`config.mk`:
```
export PLATFORM = sky130hd
export DESIGN_NAME = interrupt_queue_vectoring_flat
export DESIGN_NICKNAME = d
export VERILOG_FILES = /design/src/rtl/core/iqv_pkg.sv /design/src/rtl/core/iqv_if.sv /design/src/rtl/core/interrupt_queue_vectoring.sv /design/src/rtl/core/iqv_cfg.sv /design/src/rtl/core/iqv_step.sv /design/src/flat_wrapper.sv
export SDC_FILE = /design/constraint.sdc
export NUM_CORES = 1
export LEC_CHECK = 0
export BUFFER_PORTS_ARGS = -buffer_cell sky130_fd_sc_hd__buf_4
export CAP_MARGIN = 30
export CORE_MARGIN = 2
export CORE_UTILIZATION = 35
export DETAILED_ROUTE_END_ITERATION = 8
export PLACE_DENSITY = 0.62
export SLEW_MARGIN = 20
export SYNTH_ARGS = -nofsm -noshare
export SYNTH_HDL_FRONTEND = slang
export SYNTH_SLANG_ARGS = --single-unit
export TNS_END_PERCENT = 100
```
`constraint.sdc`:
```
create_clock -name clk_i -period 9.45 [get_ports clk_i]
set_input_delay 0.945 -clock clk_i [delete_from_list [all_inputs] [get_ports clk_i]]
set_output_delay 0.945 -clock clk_i [all_outputs]
set_load 0.005 [all_outputs]
```
`src/rtl/core/iqv_pkg.sv`:
```
// shared types and constants for the interrupt queue vectoring block
package iqv_pkg;

  localparam int unsigned WordW = 64;
  localparam int unsigned CodeW = 8;
  localparam int unsigned CntOutW = 6;
  localparam int unsigned CfgIdxW = 2;
  // vector words are eight bytes apart
  localparam int unsigned VecShift = 3;

  typedef enum logic [1:0] {
    OP_RAISE  = 2'd0,
    OP_RETURN = 2'd1,
    OP_RESOLVE = 2'd2,
    OP_REPLY  = 2'd3
  } op_e;

  typedef enum logic [2:0] {
    RS_OK         = 3'd0,
    RS_ACCESS     = 3'd1,
    RS_PERMISSION = 3'd2,
    RS_BOUNDS     = 3'd3,
    RS_UNALIGNED  = 3'd4
  } reply_status_e;

  typedef enum logic [CfgIdxW-1:0] {
    CFG_VECTOR_BASE = 2'd0,
    CFG_ACCESS_CODE = 2'd1,
    CFG_ALIGN_CODE  = 2'd2,
    CFG_OVF_CODE    = 2'd3
  } cfg_idx_e;

  localparam logic [WordW-1:0] VectorBaseRst = '0;
  localparam logic [CodeW-1:0] AccessCodeRst = 8'd1;
  localparam logic [CodeW-1:0] AlignCodeRst  = 8'd2;
  localparam logic [CodeW-1:0] OvfCodeRst    = 8'd3;

  typedef struct packed {
    logic [1:0]       op;
    logic [CodeW-1:0] irq_code;
    logic [WordW-1:0] cpu_ip;
    logic [WordW-1:0] cpu_status;
    logic [2:0]       reply_status;
    logic [WordW-1:0] reply_data;
  } in_item_t;

  typedef struct packed {
    logic               rejected;
    logic               ip_write;
    logic [WordW-1:0]   ip_value;
    logic               status_write;
    logic [WordW-1:0]   status_value;
    logic               enter_kernel;
    logic               fetch_valid;
    logic [WordW-1:0]   fetch_address;
    logic [CntOutW-1:0] pending_count;
  } out_item_t;

  typedef struct packed {
    logic [WordW-1:0] vector_table_base;
    logic [CodeW-1:0] access_fault_code;
    logic [CodeW-1:0] alignment_fault_code;
    logic [CodeW-1:0] overflow_code;
  } cfg_t;

endpackage

```
`src/rtl/core/iqv_if.sv`:
```
// valid/ready channel interfaces for input items and result items
interface iqv_in_if;
  import iqv_pkg::*;
  logic     valid;
  logic     ready;
  in_item_t data;
  modport source (output valid, output data, input ready);
  modport sink (input valid, input data, output ready);
endinterface

interface iqv_out_if;
  import iqv_pkg::*;
  logic      valid;
  logic      ready;
  out_item_t data;
  modport source (output valid, output data, input ready);
  modport sink (input valid, input data, output ready);
endinterface

```
`src/rtl/core/interrupt_queue_vectoring.sv`:
```
// interrupt queue vectoring top level: config, decision logic, result register
// latency: a result is registered at its input transfer and presented in the following cycle
// throughput: one item per cycle, limited only by the result register handshake
// the single-entry result register lets a new item in whenever it is empty or drained
// reset (rst_ni low, async): queue empty, no fetch outstanding, saved state zero,
// config registers at their defaults, no result pending
module interrupt_queue_vectoring #(
  parameter int unsigned RING_DEPTH = 32
) (
  input  logic                        clk_i,
  input  logic                        rst_ni,
  input  logic                        cfg_we_i,
  input  logic [iqv_pkg::CfgIdxW-1:0] cfg_idx_i,
  input  logic [iqv_pkg::WordW-1:0]   cfg_wdata_i,
  iqv_in_if.sink                      in_i,
  iqv_out_if.source                   out_o
);
  import iqv_pkg::*;

  cfg_t      cfg;
  out_item_t res;
  out_item_t res_q;
  logic      res_valid_q;
  logic      in_fire;

  iqv_cfg u_cfg (
    .clk_i       (clk_i),
    .rst_ni      (rst_ni),
    .cfg_we_i    (cfg_we_i),
    .cfg_idx_i   (cfg_idx_i),
    .cfg_wdata_i (cfg_wdata_i),
    .cfg_o       (cfg)
  );

  // input is taken whenever the result register is free or being drained
  assign in_i.ready = !res_valid_q || out_o.ready;
  assign in_fire    = in_i.valid && in_i.ready;

  // all state for one item updates at its input transfer, so the next
  // item sees it in the following cycle
  iqv_step #(
    .RING_DEPTH (RING_DEPTH)
  ) u_step (
    .clk_i  (clk_i),
    .rst_ni (rst_ni),
    .fire_i (in_fire),
    .item_i (in_i.data),
    .cfg_i  (cfg),
    .res_o  (res)
  );

  // result register: valid is control, payload needs no reset
  always_ff @(posedge clk_i or negedge rst_ni) begin
    if (!rst_ni) begin
      res_valid_q <= 1'b0;
    end else if (in_fire) begin
      res_valid_q <= 1'b1;
    end else if (out_o.ready) begin
      res_valid_q <= 1'b0;
    end
  end

  always_ff @(posedge clk_i) begin
    if (in_fire) begin
      res_q <= res;
    end
  end

  assign out_o.valid = res_valid_q;
  assign out_o.data  = res_q;

endmodule

```
`src/rtl/core/iqv_cfg.sv`:
```
// configuration register file
module iqv_cfg (
  input  logic                          clk_i,
  input  logic                          rst_ni,
  input  logic                          cfg_we_i,
  input  logic [iqv_pkg::CfgIdxW-1:0]   cfg_idx_i,
  input  logic [iqv_pkg::WordW-1:0]     cfg_wdata_i,
  output iqv_pkg::cfg_t                 cfg_o
);
  import iqv_pkg::*;

  cfg_t cfg_q, cfg_d;

  always_comb begin
    cfg_d = cfg_q;
    if (cfg_we_i) begin
      case (cfg_idx_e'(cfg_idx_i))
        CFG_VECTOR_BASE: cfg_d.vector_table_base = cfg_wdata_i;
        CFG_ACCESS_CODE: cfg_d.access_fault_code = cfg_wdata_i[CodeW-1:0];
        CFG_ALIGN_CODE:  cfg_d.alignment_fault_code = cfg_wdata_i[CodeW-1:0];
        CFG_OVF_CODE:    cfg_d.overflow_code = cfg_wdata_i[CodeW-1:0];
        default:         cfg_d = cfg_q;
      endcase
    end
  end

  always_ff @(posedge clk_i or negedge rst_ni) begin
    if (!rst_ni) begin
      cfg_q.vector_table_base    <= VectorBaseRst;
      cfg_q.access_fault_code    <= AccessCodeRst;
      cfg_q.alignment_fault_code <= AlignCodeRst;
      cfg_q.overflow_code        <= OvfCodeRst;
    end else begin
      cfg_q <= cfg_d;
    end
  end

  assign cfg_o = cfg_q;

endmodule

```
`src/rtl/core/iqv_step.sv`:
```
// queue state and per-item decision logic
module iqv_step #(
  parameter int unsigned RING_DEPTH = 32
) (
  input  logic                 clk_i,
  input  logic                 rst_ni,
  input  logic                 fire_i,
  input  iqv_pkg::in_item_t    item_i,
  input  iqv_pkg::cfg_t        cfg_i,
  output iqv_pkg::out_item_t   res_o
);
  import iqv_pkg::*;

  localparam int unsigned CntW = $clog2(RING_DEPTH + 1);
  localparam logic [CntW-1:0] Depth = CntW'(RING_DEPTH);

  // the ring is only ever read at its newest entry, which is always the
  // code most recently enqueued, so that entry is kept in a register
  logic [CntW-1:0]  count_q, count_d;
  logic [CodeW-1:0] newest_q, newest_d;
  logic [WordW-1:0] saved_ip_q, saved_ip_d;
  logic [WordW-1:0] saved_st_q, saved_st_d;
  logic             fetch_out_q, fetch_out_d;
  logic             fetch_enq_q, fetch_enq_d;
  logic [CodeW-1:0] held_q, held_d;

  logic [CntW-1:0]    cnt_pop;
  logic [CodeW-1:0]   raise_code;
  logic [CodeW-1:0]   fault_code;
  logic [CodeW-1:0]   fetch_code;
  logic               do_raise;
  logic               do_fetch;
  logic [CntW+CntOutW-1:0] cnt_ext;

  assign cnt_pop = count_q - CntW'(1);
  assign fault_code = (item_i.reply_status == RS_UNALIGNED) ? cfg_i.alignment_fault_code
                                                            : cfg_i.access_fault_code;

  always_comb begin
    count_d     = count_q;
    newest_d    = newest_q;
    saved_ip_d  = saved_ip_q;
    saved_st_d  = saved_st_q;
    fetch_out_d = fetch_out_q;
    fetch_enq_d = fetch_enq_q;
    held_d      = held_q;
    res_o       = '0;
    do_raise    = 1'b0;
    do_fetch    = 1'b0;
    raise_code  = item_i.irq_code;
    fetch_code  = newest_q;

    if ((item_i.op == OP_REPLY) != fetch_out_q) begin
      res_o.rejected = 1'b1;
    end else begin
      case (op_e'(item_i.op))
        OP_RAISE: begin
          do_raise = 1'b1;
        end
        OP_RETURN: begin
          if (count_q != '0) begin
            count_d = cnt_pop;
            if (cnt_pop == '0) begin
              res_o.ip_write     = 1'b1;
              res_o.ip_value     = saved_ip_q;
              res_o.status_write = 1'b1;
              res_o.status_value = saved_st_q;
            end else begin
              do_fetch = 1'b1;
            end
          end
        end
        OP_RESOLVE: begin
          if (count_q != '0) begin
            count_d    = cnt_pop;
            saved_ip_d = item_i.cpu_ip;
            saved_st_d = item_i.cpu_status;
            do_fetch   = (cnt_pop != '0);
          end
        end
        OP_REPLY: begin
          fetch_out_d = 1'b0;
          if (item_i.reply_status == RS_OK) begin
            res_o.ip_write = 1'b1;
            res_o.ip_value = item_i.reply_data;
            if (fetch_enq_q && (count_q < Depth)) begin
              newest_d = held_q;
              count_d  = count_q + CntW'(1);
            end
          end else begin
            do_raise   = 1'b1;
            raise_code = fault_code;
          end
        end
        default: res_o.rejected = 1'b1;
      endcase
    end

    // raise path: save on empty ring, clear and substitute on full ring
    if (do_raise) begin
      fetch_code = raise_code;
      if (count_q == '0) begin
        saved_ip_d         = item_i.cpu_ip;
        saved_st_d         = item_i.cpu_status;
        res_o.enter_kernel = 1'b1;
      end
      if (count_q >= Depth) begin
        count_d    = '0;
        fetch_code = cfg_i.overflow_code;
      end
    end

    if (do_raise || do_fetch) begin
      res_o.fetch_valid   = 1'b1;
      res_o.fetch_address = cfg_i.vector_table_base +
                            {{(WordW-CodeW-VecShift){1'b0}}, fetch_code, {VecShift{1'b0}}};
      fetch_out_d = 1'b1;
      fetch_enq_d = do_raise;
      held_d      = fetch_code;
    end

    cnt_ext = {{CntOutW{1'b0}}, count_d};
    res_o.pending_count = cnt_ext[CntOutW-1:0];
  end

  always_ff @(posedge clk_i or negedge rst_ni) begin
    if (!rst_ni) begin
      count_q     <= '0;
      newest_q    <= '0;
      saved_ip_q  <= '0;
      saved_st_q  <= '0;
      fetch_out_q <= 1'b0;
      fetch_enq_q <= 1'b0;
      held_q      <= '0;
    end else if (fire_i) begin
      count_q     <= count_d;
      newest_q    <= newest_d;
      saved_ip_q  <= saved_ip_d;
      saved_st_q  <= saved_st_d;
      fetch_out_q <= fetch_out_d;
      fetch_enq_q <= fetch_enq_d;
      held_q      <= held_d;
    end
  end

endmodule
```
`src/flat_wrapper.sv`:
```
// flat-port wrapper written by rule: the top's interface ports become plain ports
module interrupt_queue_vectoring_flat import iqv_pkg::*;
#(
  parameter int unsigned RING_DEPTH = 32
)
  (clk_i, rst_ni, cfg_we_i, cfg_idx_i, cfg_wdata_i, in_i_valid, in_i_data, in_i_ready, out_o_valid, out_o_data, out_o_ready);
  iqv_in_if in_i_i ();
  iqv_out_if out_o_i ();
  input  logic clk_i;
  input  logic rst_ni;
  input  logic cfg_we_i;
  input  logic [iqv_pkg::CfgIdxW-1:0] cfg_idx_i;
  input  logic [iqv_pkg::WordW-1:0] cfg_wdata_i;
  input wire logic [$bits(in_i_i.valid)-1:0] in_i_valid;
  input wire logic [$bits(in_i_i.data)-1:0] in_i_data;
  output wire logic [$bits(in_i_i.ready)-1:0] in_i_ready;
  output wire logic [$bits(out_o_i.valid)-1:0] out_o_valid;
  output wire logic [$bits(out_o_i.data)-1:0] out_o_data;
  input wire logic [$bits(out_o_i.ready)-1:0] out_o_ready;
  assign in_i_i.valid = in_i_valid;
  assign in_i_i.data = in_i_data;
  assign in_i_ready = in_i_i.ready;
  assign out_o_valid = out_o_i.valid;
  assign out_o_data = out_o_i.data;
  assign out_o_i.ready = out_o_ready;
  interrupt_queue_vectoring #(.RING_DEPTH(RING_DEPTH)) u_core (.clk_i(clk_i), .rst_ni(rst_ni), .cfg_we_i(cfg_we_i), .cfg_idx_i(cfg_idx_i), .cfg_wdata_i(cfg_wdata_i), .in_i(in_i_i), .out_o(out_o_i));
endmodule
```
==> results by group, run 1 <==
Outcome
  • Status: completed

STA
  • Least-Margin Pin Slew: 0.934 ns
  • Setup_tns: 0 ns
  • Clock skew after layout: 0.0150 ns
  • Max Freq: 0.185 GHz
  • Hold slack final: 0.387 ns
  • Worst rel slew slack: 0.378
  • Final Hold Violating Endpoints: 0
  • Pins Over Slew Limit: 0
  • Crit share post-route: 0.571
  • Crit path time final: 5.40 ns
  • Unrepaired setup endpoints after global routing: false
  • Setup violations, final: 0

CTS
  • Postcts setup bufs: 0
  • # hold bufs at CTS: 0
  • CTS tree: done
  • CTS Buf Count: 50
  • Clock transition at path regs: 0.06 ns
  • Clk sink count: 444
  • Skew-Pair Late Insertion Delay: 0.58 ns
  • CTS H-tree depth: 2
  • Root Buffer Master: clkbuf_16
  • Post-CTS Resized: 0
  • Clock tree buffer depth: 3

Critical path
  • Crit Path Max Fanout: 14
  • Setup crit end kind: flop
  • Worst path max stage delay: 0.50 ns
  • Worst path slowest cell: ha_1
  • WP buf/inv: 3
  • Cell family with the largest share of critical-path delay: compound AO/OA/AOI/OAI gates
  • Critical path class: in2reg
  • Crit start category: input pin
  • Worst path cell trace: buf_4 -> ha_1 -> ha_1 -> nor2b_1 -> buf_4 -> a21oi_1 -> a211o_1 -> a31oi_1 -> ha_1 -> fa_1 -> a211oi_1 -> o21ai_1 -> o211ai_1 -> buf_4 -> or4_1 -> a21oi_1
  • CP Data Arrival Time: 5.82 ns
  • Critical Path RT: 9.87 ns

Yosys
  • Syn nets: 1,666
  • Count of state elements after synthesis: 444
  • Mux cell area share after synthesis: 0.134
  • Synth Area in Compound Gates: 0.0945
  • Synth Area in Simple Gates: 0.0933
  • XOR/XNOR share of the synthesized area: 0.00962
  • Synth Area in Adders: 0.0115
  • Largest family of logic cells by synthesized area: multiplexers
  • Ys Warns: 0
  • Seq/Total Area, Yosys: 0.635
  • FFs w/ async S/R, synth: 0.543
  • Syn Area/Cell: 13.9 um^2
  • Number of synthesized flops with an enable pin: 203
  • Syn Inst Count: 1,373
  • Synth Flop Type: dfrtp_1
  • Synth cell types: 69
  • Cell Area, Synth: 19,100 um^2

Detailed routing
  • Final ANT Viol Nets: 0
  • Via count: 13.5k
  • Iter 0 DRT Violations: 807
  • Drt via density: 5.21
  • First drt pass iteration count: 5
  • Final WL: 55,400 um
  • Routed WL per cell: 21.4 um
  • Drc violations: 0

Place
  • Placed Cells incl. Taps: 2,486
  • Port bufs: 480
  • Routability Congestion: 0.857
  • DP HPWL: 39,400 um
  • DP Area: 23,400 um^2

Global route
  • Vias in the first global route: 13.7k
  • Gr ovfl total: 0
  • Global-route wire length before repair: 83,800 um
  • Largest net degree at the start of global routing: 141
  • Initial antenna violation count: 10
  • Total GRT Usage: 0.192

Floorplan
  • Die X: 238 um
  • Std-Cell Core Area: 53,900 um^2
  • Die Ht: 238 um
  • Die area: 56,500 um^2
  • Number of I/O pins: 481
  • FP Rows: 85
  • Initial core utilization: 0.354

Pwr
  • LEAKAGE: 10.5 nW
  • PD cells: 231 nW/um^2
  • Largest vdd supply drop: 0.125 mV

Layout
  • Post-route insts no fill: 2,586
  • Post-layout net count: 2,136
  • Final Core Density: 0.465
  • Post-route design area: 25,100 um^2
  • Layout cells sized above 1: 0.373
  • Area growth syn-to-layout: 31.3%

Hold path
  • Worst Hold Class: in2async

Run
  • Max_cap viols: 0
[sequential cells by signal (all words and copies together) (netlist names)]
| name | flops |
|---|---|
| u_core.u_step.fetch_enq_q | 1 |
| u_core.u_step.fetch_out_q | 1 |
| u_core.u_step.held_q | 8 |
| u_core.u_step.count_q | 6 |
| u_core.out_o.data | 203 |
| u_core.u_step.newest_q | 8 |
| u_core.u_step.saved_ip_q | 64 |
| u_core.u_step.saved_st_q | 64 |
| u_core.u_cfg.cfg_o | 88 |
| u_core.out_o.valid | 1 |
[area by class of cell]
class,instances,area [um^2]
multi-input combinational,833,6590
tap,696,871
sequential,444,12100
clock inverter,28,230
clock buffer,66,1400
antenna,5,12.5
timing repair buffer,495,3780
fill,4842,28800
inverter,19,78.8
[final timing paths]
path / startpoint / to / cells past startpoint / slack, ns
setup / recovery: in_i_data[203] / u_core.out_o.data[43] / 16 / 4.05
hold / removal: rst_ni / u_core.u_cfg.cfg_o[66] / 1 / 0.39
setup reg to reg: u_core.u_step.fetch_out_q / u_core.out_o.data[43] / 14 / 4.63
hold reg to reg: u_core.u_step.saved_st_q[47] / u_core.u_step.saved_st_q[47] / 1 / 0.47
max in group asynchronous: rst_ni / u_core.u_step.saved_ip_q[19] / 2 / 7.73
min in group clk_i: u_core.u_step.saved_st_q[47] / u_core.u_step.saved_st_q[47] / 1 / 0.47
[where the power goes]
| part | total (mW) | switching [mW] | internal (mW) |
|---|---|---|---|
| combinational | 1.09 | 0.531 | 0.555 |
| sequential | 2.79 | 0.280 | 2.51 |
| clock | 1.93 | 0.800 | 1.13 |
| total | 5.81 | 1.61 | 4.19 |
[cell usage after synthesis (3+ instances only)]
| master | instances | area share |
|---|---|---|
| o21a_1 | 3 | 0.0012 |
| o22ai_1 | 4 | 0.0013 |
| o21ai_1 | 7 | 0.0018 |
| xnor2_1 | 12 | 0.0055 |
| mux2_1 | 128 | 0.075 |
| or4_1 | 23 | 0.0090 |
| ha_1 | 16 | 0.010 |
| or4b_2 | 8 | 0.0042 |
| nand3_1 | 21 | 0.0055 |
| a22o_1 | 65 | 0.030 |
| a31oi_1 | 13 | 0.0043 |
| edfxtp_1 | 203 | 0.32 |
| and2_1 | 65 | 0.021 |
| dfstp_2 | 4 | 0.0055 |
| a211o_1 | 8 | 0.0037 |
| nand2_1 | 53 | 0.010 |
| or2_2 | 6 | 0.0020 |
| buf_4 | 14 | 0.0055 |
| buf_2 | 11 | 0.0029 |
| o31ai_1 | 21 | 0.0082 |
| or3_1 | 21 | 0.0069 |
| nor4_1 | 5 | 0.0016 |
| or4b_1 | 3 | 0.0016 |
| xor2_1 | 9 | 0.0041 |
| clkbuf_1 | 49 | 0.0096 |
| dfrtp_1 | 237 | 0.31 |
| nand4_1 | 18 | 0.0059 |
| o211ai_1 | 7 | 0.0027 |
| inv_1 | 18 | 0.0035 |
| a211oi_1 | 8 | 0.0031 |
| nor2b_1 | 8 | 0.0026 |
| nor3_1 | 5 | 0.0013 |
| o21ai_0 | 37 | 0.0097 |
| nand2b_1 | 6 | 0.0020 |
| and3_1 | 6 | 0.0020 |
| o41ai_1 | 7 | 0.0032 |
| a21oi_1 | 65 | 0.017 |
| mux2_2 | 97 | 0.057 |
| nor2_1 | 44 | 0.0086 |
[kinds of logic after synthesis]
group,after synthesis
AO/OA/AOI/OAI,260
XOR/XNOR,21
adder cells (fa/ha/maj),17
buffers and inverters,96
flip-flops,444
multiplexers,227
AND/OR/NAND/NOR,308
[cells in the final DEF (no fill, tap or decap), types with 16 or more instances in the layout]
master and count:
mux2_2 97, nand2_1 53, or3_1 21, o21ai_0 37, inv_1 18, nand3_1 21
and2_1 65, buf_4 490, or4_1 23, clkbuf_16 51, nand4_1 18, mux2_1 128
edfxtp_1 203, nor2_1 42, dfrtp_1 237, a21oi_1 65, a22o_1 65, o31ai_1 21
ha_1 16
[stage by stage]
stage | power, mW | setup WS [ns]
after detailed placement | 3.92 | 3.27
final | 5.81 | 4.05
after floorplan | 3.42 | 4.55
after global placement | 3.86 | 3.49
after global routing | 6.11 | 3.74
after CTS | 5.87 | 3.90
[routing by layer]
metal,global-route usage,up-vias,wire [um]
met4,0.0576,8,1360
met2,0.312,511,26200
li1,-,6153,-
met3,0.0642,90,5090
met1,0.243,6716,22700
met5,0,-,49
[worst reg2reg max path, stage by stage (launching register included)]
cell	delay, ns
dfrtp_1	0.37
ha_1	0.49
nor2b_1	0.39
buf_4	0.25
a21oi_1	0.08
a211o_1	0.29
a31oi_1	0.25
ha_1	0.27
fa_1	0.27
a211oi_1	0.12
o21ai_1	0.48
o211ai_1	0.43
buf_4	0.34
or4_1	0.50
a21oi_1	0.15
No activity file was read; power rests on OpenSTA's default activity.
==> run 2: changes to the inputs <==
--- a/config.mk
+++ b/config.mk
@@ -5,12 +5,13 @@
 export SDC_FILE = /design/constraint.sdc
 export NUM_CORES = 1
 export LEC_CHECK = 0
+export ABC_AREA = 1
 export BUFFER_PORTS_ARGS = -buffer_cell sky130_fd_sc_hd__buf_4
 export CAP_MARGIN = 30
 export CORE_MARGIN = 2
 export CORE_UTILIZATION = 35
 export DETAILED_ROUTE_END_ITERATION = 8
-export PLACE_DENSITY = 0.62
+export PLACE_DENSITY = 0.64
 export SLEW_MARGIN = 20
 export SYNTH_ARGS = -nofsm -noshare
 export SYNTH_HDL_FRONTEND = slang
==> constraint.sdc (replaced) <==
create_clock -name clk_i -period 4.65 [get_ports clk_i]
set_input_delay 0.465 -clock clk_i [delete_from_list [all_inputs] [get_ports clk_i]]
set_output_delay 0.465 -clock clk_i [all_outputs]
set_load 0.005 [all_outputs]
==> run 2 against run 1 <==
Critical path depth increased by 2. Clock skew increased by 0.026 ns. Sequential share of layout area decreased by 2.4 points. Cell area increased by 5.3%. Largest cell class unchanged. Die area increased by 7.7%. Worst hold slack got worse by 0.29 ns. Utilization decreased by 0.92 points. Flip-flop and latch count unchanged. Synthesized cell count increased by 68%. Synthesized area increased by 7.8%.
==> results by group, run 2 <==
Detailed routing
  • Drc violations: 0 (unchanged)
  • Drt via density: 4.85 (was 5.21)
  • Via count: 17.3k (was 13.5k)
  • Routed WL per cell: 18.3 um (was 21.4 um)
  • Final WL: 65,100 um (was 55,400 um)
  • Final ANT Viol Nets: 0 (unchanged)
  • Iter 0 DRT Violations: 1,252 (was 807)
  • First drt pass iteration count: 5 (unchanged)

Layout
  • Max reg flops: 203 (unchanged)
  • Most common cell after layout, fill and taps aside: nand2_1 (was buf_4)
  • Most frequent cells in the layout: 691 x nand2_1, 492 x buf_4, 288 x nor2_1 (was 490 x buf_4, 237 x dfrtp_1, 203 x edfxtp_1)
  • Fill cell count: 5,646 (was 4,842)
  • Post-layout net count: 3,052 (was 2,136)
  • Layout cells sized above 1: 0.228 (was 0.373)
  • Area growth syn-to-layout: 28.2% (was 31.3%)
  • Post-route design area: 26,400 um^2 (was 25,100 um^2)
  • Final Core Density: 0.456 (was 0.465)

Yosys
  • Post-synth top area cell: edfxtp_1 (unchanged)
  • Syn Inst Count: 2,308 (was 1,373)
  • Post-synth top area share: 0.296 (was 0.319)
  • Cell Area, Synth: 20,600 um^2 (was 19,100 um^2)
  • Synth cell types: 37 (was 69)
  • Synth Flop Type: dfrtp_1 (unchanged)
  • Syn Area/Cell: 8.93 um^2 (was 13.9 um^2)
  • Synth top area cells: edfxtp_1 30%, dfrtp_1 29%, nand2_1 13% (was edfxtp_1 32%, dfrtp_1 31%, mux2_1 7.5%)
  • Most common cell in the synthesized netlist: nand2_1 (was dfrtp_1)
  • Syn nets: 2,601 (was 1,666)
  • FFs w/ async S/R, synth: 0.543 (unchanged)
  • Synth top cells by count: 693 x nand2_1, 288 x nor2_1, 265 x inv_1 (was 237 x dfrtp_1, 203 x edfxtp_1, 128 x mux2_1)
  • Ys Warns: 0 (unchanged)
  • Count of state elements after synthesis: 444 (unchanged)
  • Number of synthesized flops with an enable pin: 203 (unchanged)
  • Seq/Total Area, Yosys: 0.589 (was 0.635)

STA
  • PnR worst setup slack: 0.974 ns (was 4.05 ns)
  • Worst rel slew slack: 0.377 (was 0.378)
  • Least-Margin Pin Slew: 0.934 ns (about the same)
  • Max Freq: 0.272 GHz
  • Unrepaired setup endpoints after global routing: false (unchanged)
  • Clock skew after layout: 0.0415 ns (was 0.0150 ns)
  • Crit share post-route: 0.790
  • Setup violations, final: 0 (unchanged)
  • Crit path time final: 3.68 ns
  • Pins Over Slew Limit: 0 (unchanged)
  • Setup_tns: 0 ns (unchanged)
  • Final Hold Violating Endpoints: 0 (unchanged)

Place
  • Worst slack at placement: 0.541 ns (was 3.27 ns)
  • DP Area: 24,800 um^2 (was 23,400 um^2)
  • Port bufs: 480 (unchanged)
  • Routability Congestion: 0.923 (was 0.857)
  • DP HPWL: 47,600 um (was 39,400 um)

Floorplan
  • Die Ht: 247 um (was 238 um)
  • Std-Cell Core Area: 57,900 um^2 (was 53,900 um^2)
  • Initial core utilization: 0.356 (was 0.354)
  • FP Rows: 88 (was 85)
  • Number of I/O pins: 481 (unchanged)
  • Die X: 247 um (was 238 um)
  • Die area: 60,800 um^2 (was 56,500 um^2)

Global route
  • Global-route wire length before repair: 97,900 um (was 83,800 um)
  • Initial antenna violation count: 2 (was 10)
  • Largest net degree at the start of global routing: 193 (was 141)
  • Gr ovfl total: 0 (unchanged)
  • Vias in the first global route: 17.0k (was 13.7k)
  • Total GRT Usage: 0.209 (was 0.192)

CTS
  • CTS Buf Count: 49 (was 50)
  • CTS tree: done (unchanged)
  • Post-CTS Resized: 0 (unchanged)
  • # hold bufs at CTS: 1 (was 0)
  • Clk sink count: 444 (unchanged)
  • Skew-Pair Late Insertion Delay: 0.59 ns (was 0.58 ns)
  • Root Buffer Master: clkbuf_16 (unchanged)
  • CTS H-tree depth: 2 (unchanged)
  • Postcts setup bufs: 0 (unchanged)
  • Clock tree buffer depth: 3 (unchanged)
  • Clock transition at path regs: 0.06 ns (about the same)

Critical path
  • CP Data Arrival Time: 3.99 ns (was 5.82 ns)
  • Setup crit end kind: flop (unchanged)
  • Critical path class: in2reg (unchanged)
  • Critical Path RT: 4.96 ns (was 9.87 ns)
  • Crit start category: input pin (unchanged)
  • Crit Path Max Fanout: 11 (was 14)

Pwr
  • Total Power: 12.1 mW (was 5.81 mW)
  • Largest vdd supply drop: 0.241 mV (was 0.125 mV)
  • PD cells: 458 nW/um^2 (was 231 nW/um^2)
  • LEAKAGE: 12.9 nW (was 10.5 nW)

Hold path
  • Worst Hold Class: in2reg (was in2async)

Run
  • Max_cap viols: 0 (unchanged)

Outcome
  • Status: completed (unchanged)
run 2: cell count changes after synthesis, moves of 53 or more:
cell	change
a22o_1	-65
a21oi_1	+99
inv_1	+247
nand3_1	+122
mux2_2	-53
nand2_1	+640
nor2_1	+244
mux2_1	-128
and2_1	-63
run 2: worst max-delay path, stage by stage:
cell	delay, ns
buf_4	0.09
ha_1	0.38
ha_2	0.39
nor2_2	0.32
nand2_1	0.26
nand2_1	0.12
nand2_1	0.06
nand2_1	0.06
nand2_1	0.06
nand2_1	0.10
ha_1	0.20
nand2_1	0.13
nor2_1	0.22
nand3_1	0.15
nand3_1	0.46
nand3_1	0.19
o21ai_0	0.24
nor2_1	0.08
run 2: layout make-up:
cell class,instances,area [um^2],share of cell area
antenna,2,5.00,0.000189
clock buffer,70,1400,0.0528
clock inverter,22,169,0.00639
inverter,265,1000,0.0379
multi-input combinational,1502,6980,0.264
sequential,444,12100,0.459
tap,765,957,0.0362
timing repair buffer,497,3780,0.143
run 2: worst paths after layout:
path / start / endpoint / slack, ns / cells past startpoint
worst min-delay path: cfg_wdata_i[25] / u_core.u_cfg.cfg_o[49] / 0.1 / 2
min in group asynchronous: rst_ni / u_core.u_step.saved_ip_q[6] / 0.50 / 2
max in group asynchronous: rst_ni / u_core.u_step.saved_st_q[21] / 3.02 / 3
worst max-delay path: in_i_data[203] / u_core.out_o.data[38] / 0.97 / 18
worst max register to register: u_core.u_step.fetch_out_q / u_core.out_o.data[38] / 1.03 / 16
worst min register to register: u_core.u_step.held_q[0] / u_core.u_step.held_q[0] / 0.47 / 2
run 2: per-stage QoR:
step	hold WS (ns)	instances
6_report	0.0980	3567
5_1_grt	0.0703	3567
3_5_place_dp	0.459	3472
2_1_floorplan	0.169	2308
4_1_cts	0.0642	3565
3_3_place_gp	0.452	3472
run 2: layer usage:
metal	up-vias	track usage	routed length, um
met1	8293	0.274	27400
li1	8275	-	-
met2	623	0.352	31600
met3	98	0.0356	4300
met4	0	0.0645	1840
met5	-	0	0
run 2: report_power, final:
group / total [mW] / switching [mW] / internal [mW]
Combinational: 2.69 / 1.66 / 1.03
Clock: 3.78 / 1.62 / 2.16
Sequential: 5.65 / 0.550 / 5.10
Total: 12.1 / 3.82 / 8.29
run 2: cell families (layout without fill, tap and decap cells):
logic type      after synthesis  in the layout  share of synthesized area
xor+xnor                     25             25                     0.0106
other cells                   0              2                          0
fa+ha+maj                    17             17                     0.0107
mux                          44             44                     0.0240
simple gates               1194           1194                      0.237
compound gates              222            222                     0.0546
buf+inv                     362            854                     0.0747
flops                       444            444                      0.589
==> run 3: changes to the inputs <==
==> constraint.sdc (replaced) <==
create_clock -name clk_i -period 3.05 [get_ports clk_i]
set_input_delay 0.305 -clock clk_i [delete_from_list [all_inputs] [get_ports clk_i]]
set_output_delay 0.305 -clock clk_i [all_outputs]
set_load 0.005 [all_outputs]
==> run 3 against run 2 <==
Utilization up 5.1 points. Via count up 6.4%. Register-to-register slack worse by 0.86 ns. Flip-flop and latch count unchanged. Critical path type is now reg2reg. Cell area up 11%. Sequential power up 53%. Highest routed layer unchanged.
==> results by group, run 3 (same netlist as run 2, synthesis figures left out) <==
Layout
  • Max reg flops: 203 (unchanged)
  • Area growth syn-to-layout: 42.5% (was 28.2%)
  • Multi-input gate area: 7230 um^2 (was 6980 um^2)
  • Final Core Density: 0.507 (was 0.456)
  • Post-layout net count: 3,304 (was 3,052)
  • Fill cell count: 5,305 (was 5,646)
  • Most frequent cells in the layout: 673 x nand2_1, 542 x buf_4, 285 x nor2_1 (was 691 x nand2_1, 492 x buf_4, 288 x nor2_1)
  • Post-route design area: 29,400 um^2 (was 26,400 um^2)
  • FF/Latch Area: 12,100 um^2 (unchanged)
  • Most common cell after layout, fill and taps aside: nand2_1 (unchanged)
  • Layout cells sized above 1: 0.248 (was 0.228)

Outcome
  • Status: completed (unchanged)

Detailed routing
  • Drt via density: 4.82 (was 4.85)
  • Via count: 18.4k (was 17.3k)
  • Drc violations: 0 (unchanged)
  • Final ANT Viol Nets: 0 (unchanged)
  • Iter 0 DRT Violations: 1,088 (was 1,252)
  • Routed WL per cell: 18.2 um (was 18.3 um)
  • Final WL: 69,400 um (was 65,100 um)
  • First drt pass iteration count: 5 (unchanged)

CTS
  • Skew-Pair Late Insertion Delay: 0.60 ns (was 0.59 ns)
  • Postcts setup bufs: 0 (unchanged)
  • CTS Buf Count: 48 (was 49)
  • Clock tree buffer depth: 3 (unchanged)
  • CTS H-tree depth: 2 (unchanged)
  • Clock transition at path regs: 0.06 ns (about the same)
  • CTS tree: done (unchanged)
  • Clk sink count: 444 (unchanged)
  • Root Buffer Master: clkbuf_16 (unchanged)

Floorplan
  • FP Rows: 88 (unchanged)
  • Die area: 60,800 um^2 (unchanged)
  • Initial core utilization: 0.356 (unchanged)
  • Number of I/O pins: 481 (unchanged)
  • Std-Cell Core Area: 57,900 um^2 (unchanged)
  • Die Ht: 247 um (unchanged)
  • Die X: 247 um (unchanged)

Pwr
  • Largest vdd supply drop: 0.470 mV (was 0.241 mV)
  • PD cells: 662 nW/um^2 (was 458 nW/um^2)
  • Total Power: 19.4 mW (was 12.1 mW)
  • LEAKAGE: 14.2 nW (was 12.9 nW)

Hold path
  • Worst Hold Class: in2reg (unchanged)

Place
  • Worst slack at placement: -0.413 ns (was 0.541 ns)
  • DP Area: 25,600 um^2 (was 24,800 um^2)
  • Routability Congestion: 0.918 (was 0.923)
  • DP HPWL: 49,600 um (was 47,600 um)
  • Port bufs: 480 (unchanged)

Critical path
  • End point of the critical path: u_core.out_o.data[35] (was u_core.out_o.data[38])
  • Critical Path RT: 3.38 ns (was 4.96 ns)
  • Critical path class: reg2reg (was in2reg)
  • R2R Path End: u_core.out_o.data[35] (was u_core.out_o.data[38])
  • CP Data Arrival Time: 3.21 ns (was 3.99 ns)
  • Crit start category: flop (was input pin)
  • Critical R2R Launch: u_core.u_step.fetch_out_q (unchanged)
  • Register-to-register setup slack: 0.17 ns (was 1.03 ns)
  • Path depth of the worst reg2reg path: 18 (was 16)
  • Crit Path Max Fanout: 8 (was 11)
  • Setup crit end kind: flop (unchanged)
  • Worst Setup SP: u_core.u_step.fetch_out_q (was in_i_data[203])

STA
  • Pins Over Slew Limit: 0 (unchanged)
  • Setup violations, final: 0 (unchanged)
  • PnR worst setup slack: 0.167 ns (was 0.974 ns)
  • Clock skew after layout: 0.0322 ns (was 0.0415 ns)
  • Worst rel slew slack: 0.438 (was 0.377)
  • Crit path time final: 2.88 ns
  • Max Freq: 0.347 GHz
  • Setup_tns: 0 ns (unchanged)
  • Crit share post-route: 0.945
  • Final Hold Violating Endpoints: 0 (unchanged)
  • Least-Margin Pin Slew: 0.844 ns (was 0.934 ns)

Global route
  • Global-route wire length before repair: 105,000 um (was 97,900 um)
  • Total GRT Usage: 0.223 (was 0.209)
  • Initial antenna violation count: 3 (was 2)
  • Vias in the first global route: 18.6k (was 17.0k)
  • Gr ovfl total: 0 (unchanged)
  • Largest net degree at the start of global routing: 92 (was 193)

Run
  • Max_cap viols: 0 (unchanged)
[run 3: layout make-up]
class                   count  share of cell area
clock buffers              56              0.0433
clock inverters            34              0.0138
repair buffers            750               0.216
inverters                 265              0.0342
flip-flops and latches    444               0.413
well taps                 765              0.0326
multi-input cells        1502               0.246
diodes                      3            0.000256
[run 3: layer usage]
layer	wire length, um	up-vias	GRT usage	part of all wire
met5	0	-	0	0
met3	4250	135	0.0344	0.061
met1	28100	8842	0.279	0.40
met2	34500	634	0.388	0.50
li1	-	8789	-	-
met4	2630	0	0.0820	0.038
[run 3: timing repair]
action | in CTS | in global routing
endpoints found under the hold margin | 257 | 0
gates resized for setup | 2 | 58
pin swaps | 0 | 12
gates cloned | 0 | 2
hold buffers | 184 | 0
endpoints found under the setup margin | 16 | 57
[run 3: power by group]
group	leakage [nW]	switching, mW	internal, mW	total [mW]
clock	0.820	2.50	3.69	6.19
sequential	4.87	0.879	7.77	8.65
combinational	8.46	2.66	1.94	4.60
total	14.2	6.04	13.4	19.4
[run 3: through the flow]
step / instances / hold slack [ns]
after floorplan: 2308 / 0.00941
after global placement: 3540 / 0.353
after detailed placement: 3540 / 0.363
after CTS: 3814 / 0.00484
after global routing: 3819 / 0.00994
final: 3819 / 0.0477
[run 3: worst max-delay path, cell delays in order (launching register included)]
cell,delay (ns)
dfrtp_1,0.41
ha_4,0.24
nor2_4,0.12
buf_6,0.15
nand2_1,0.06
nand2_1,0.05
nand2_1,0.05
nand2_1,0.07
nand2_1,0.07
ha_2,0.20
fa_2,0.36
buf_4,0.16
nand3_2,0.10
nand3_4,0.14
buf_12,0.18
nand2_2,0.07
xnor2_2,0.07
nand2_1,0.07
inv_1,0.05
[run 3: worst min-delay path by stage]
stage / slack (ns) / cells past startpoint / startpoint / end
2_1_floorplan: 0.009 / 0 / rst_ni / u_core.out_o.valid
3_3_place_gp: 0.35 / 1 / rst_ni / u_core.u_step.saved_ip_q[22]
3_5_place_dp: 0.36 / 1 / rst_ni / u_core.u_step.saved_ip_q[54]
4_1_cts: 0.005 / 3 / in_i_data[109] / u_core.u_step.saved_st_q[42]
5_1_grt: 0.01 / 3 / in_i_data[109] / u_core.u_step.saved_st_q[42]
6_report: 0.05 / 3 / in_i_data[109] / u_core.u_step.saved_st_q[42]
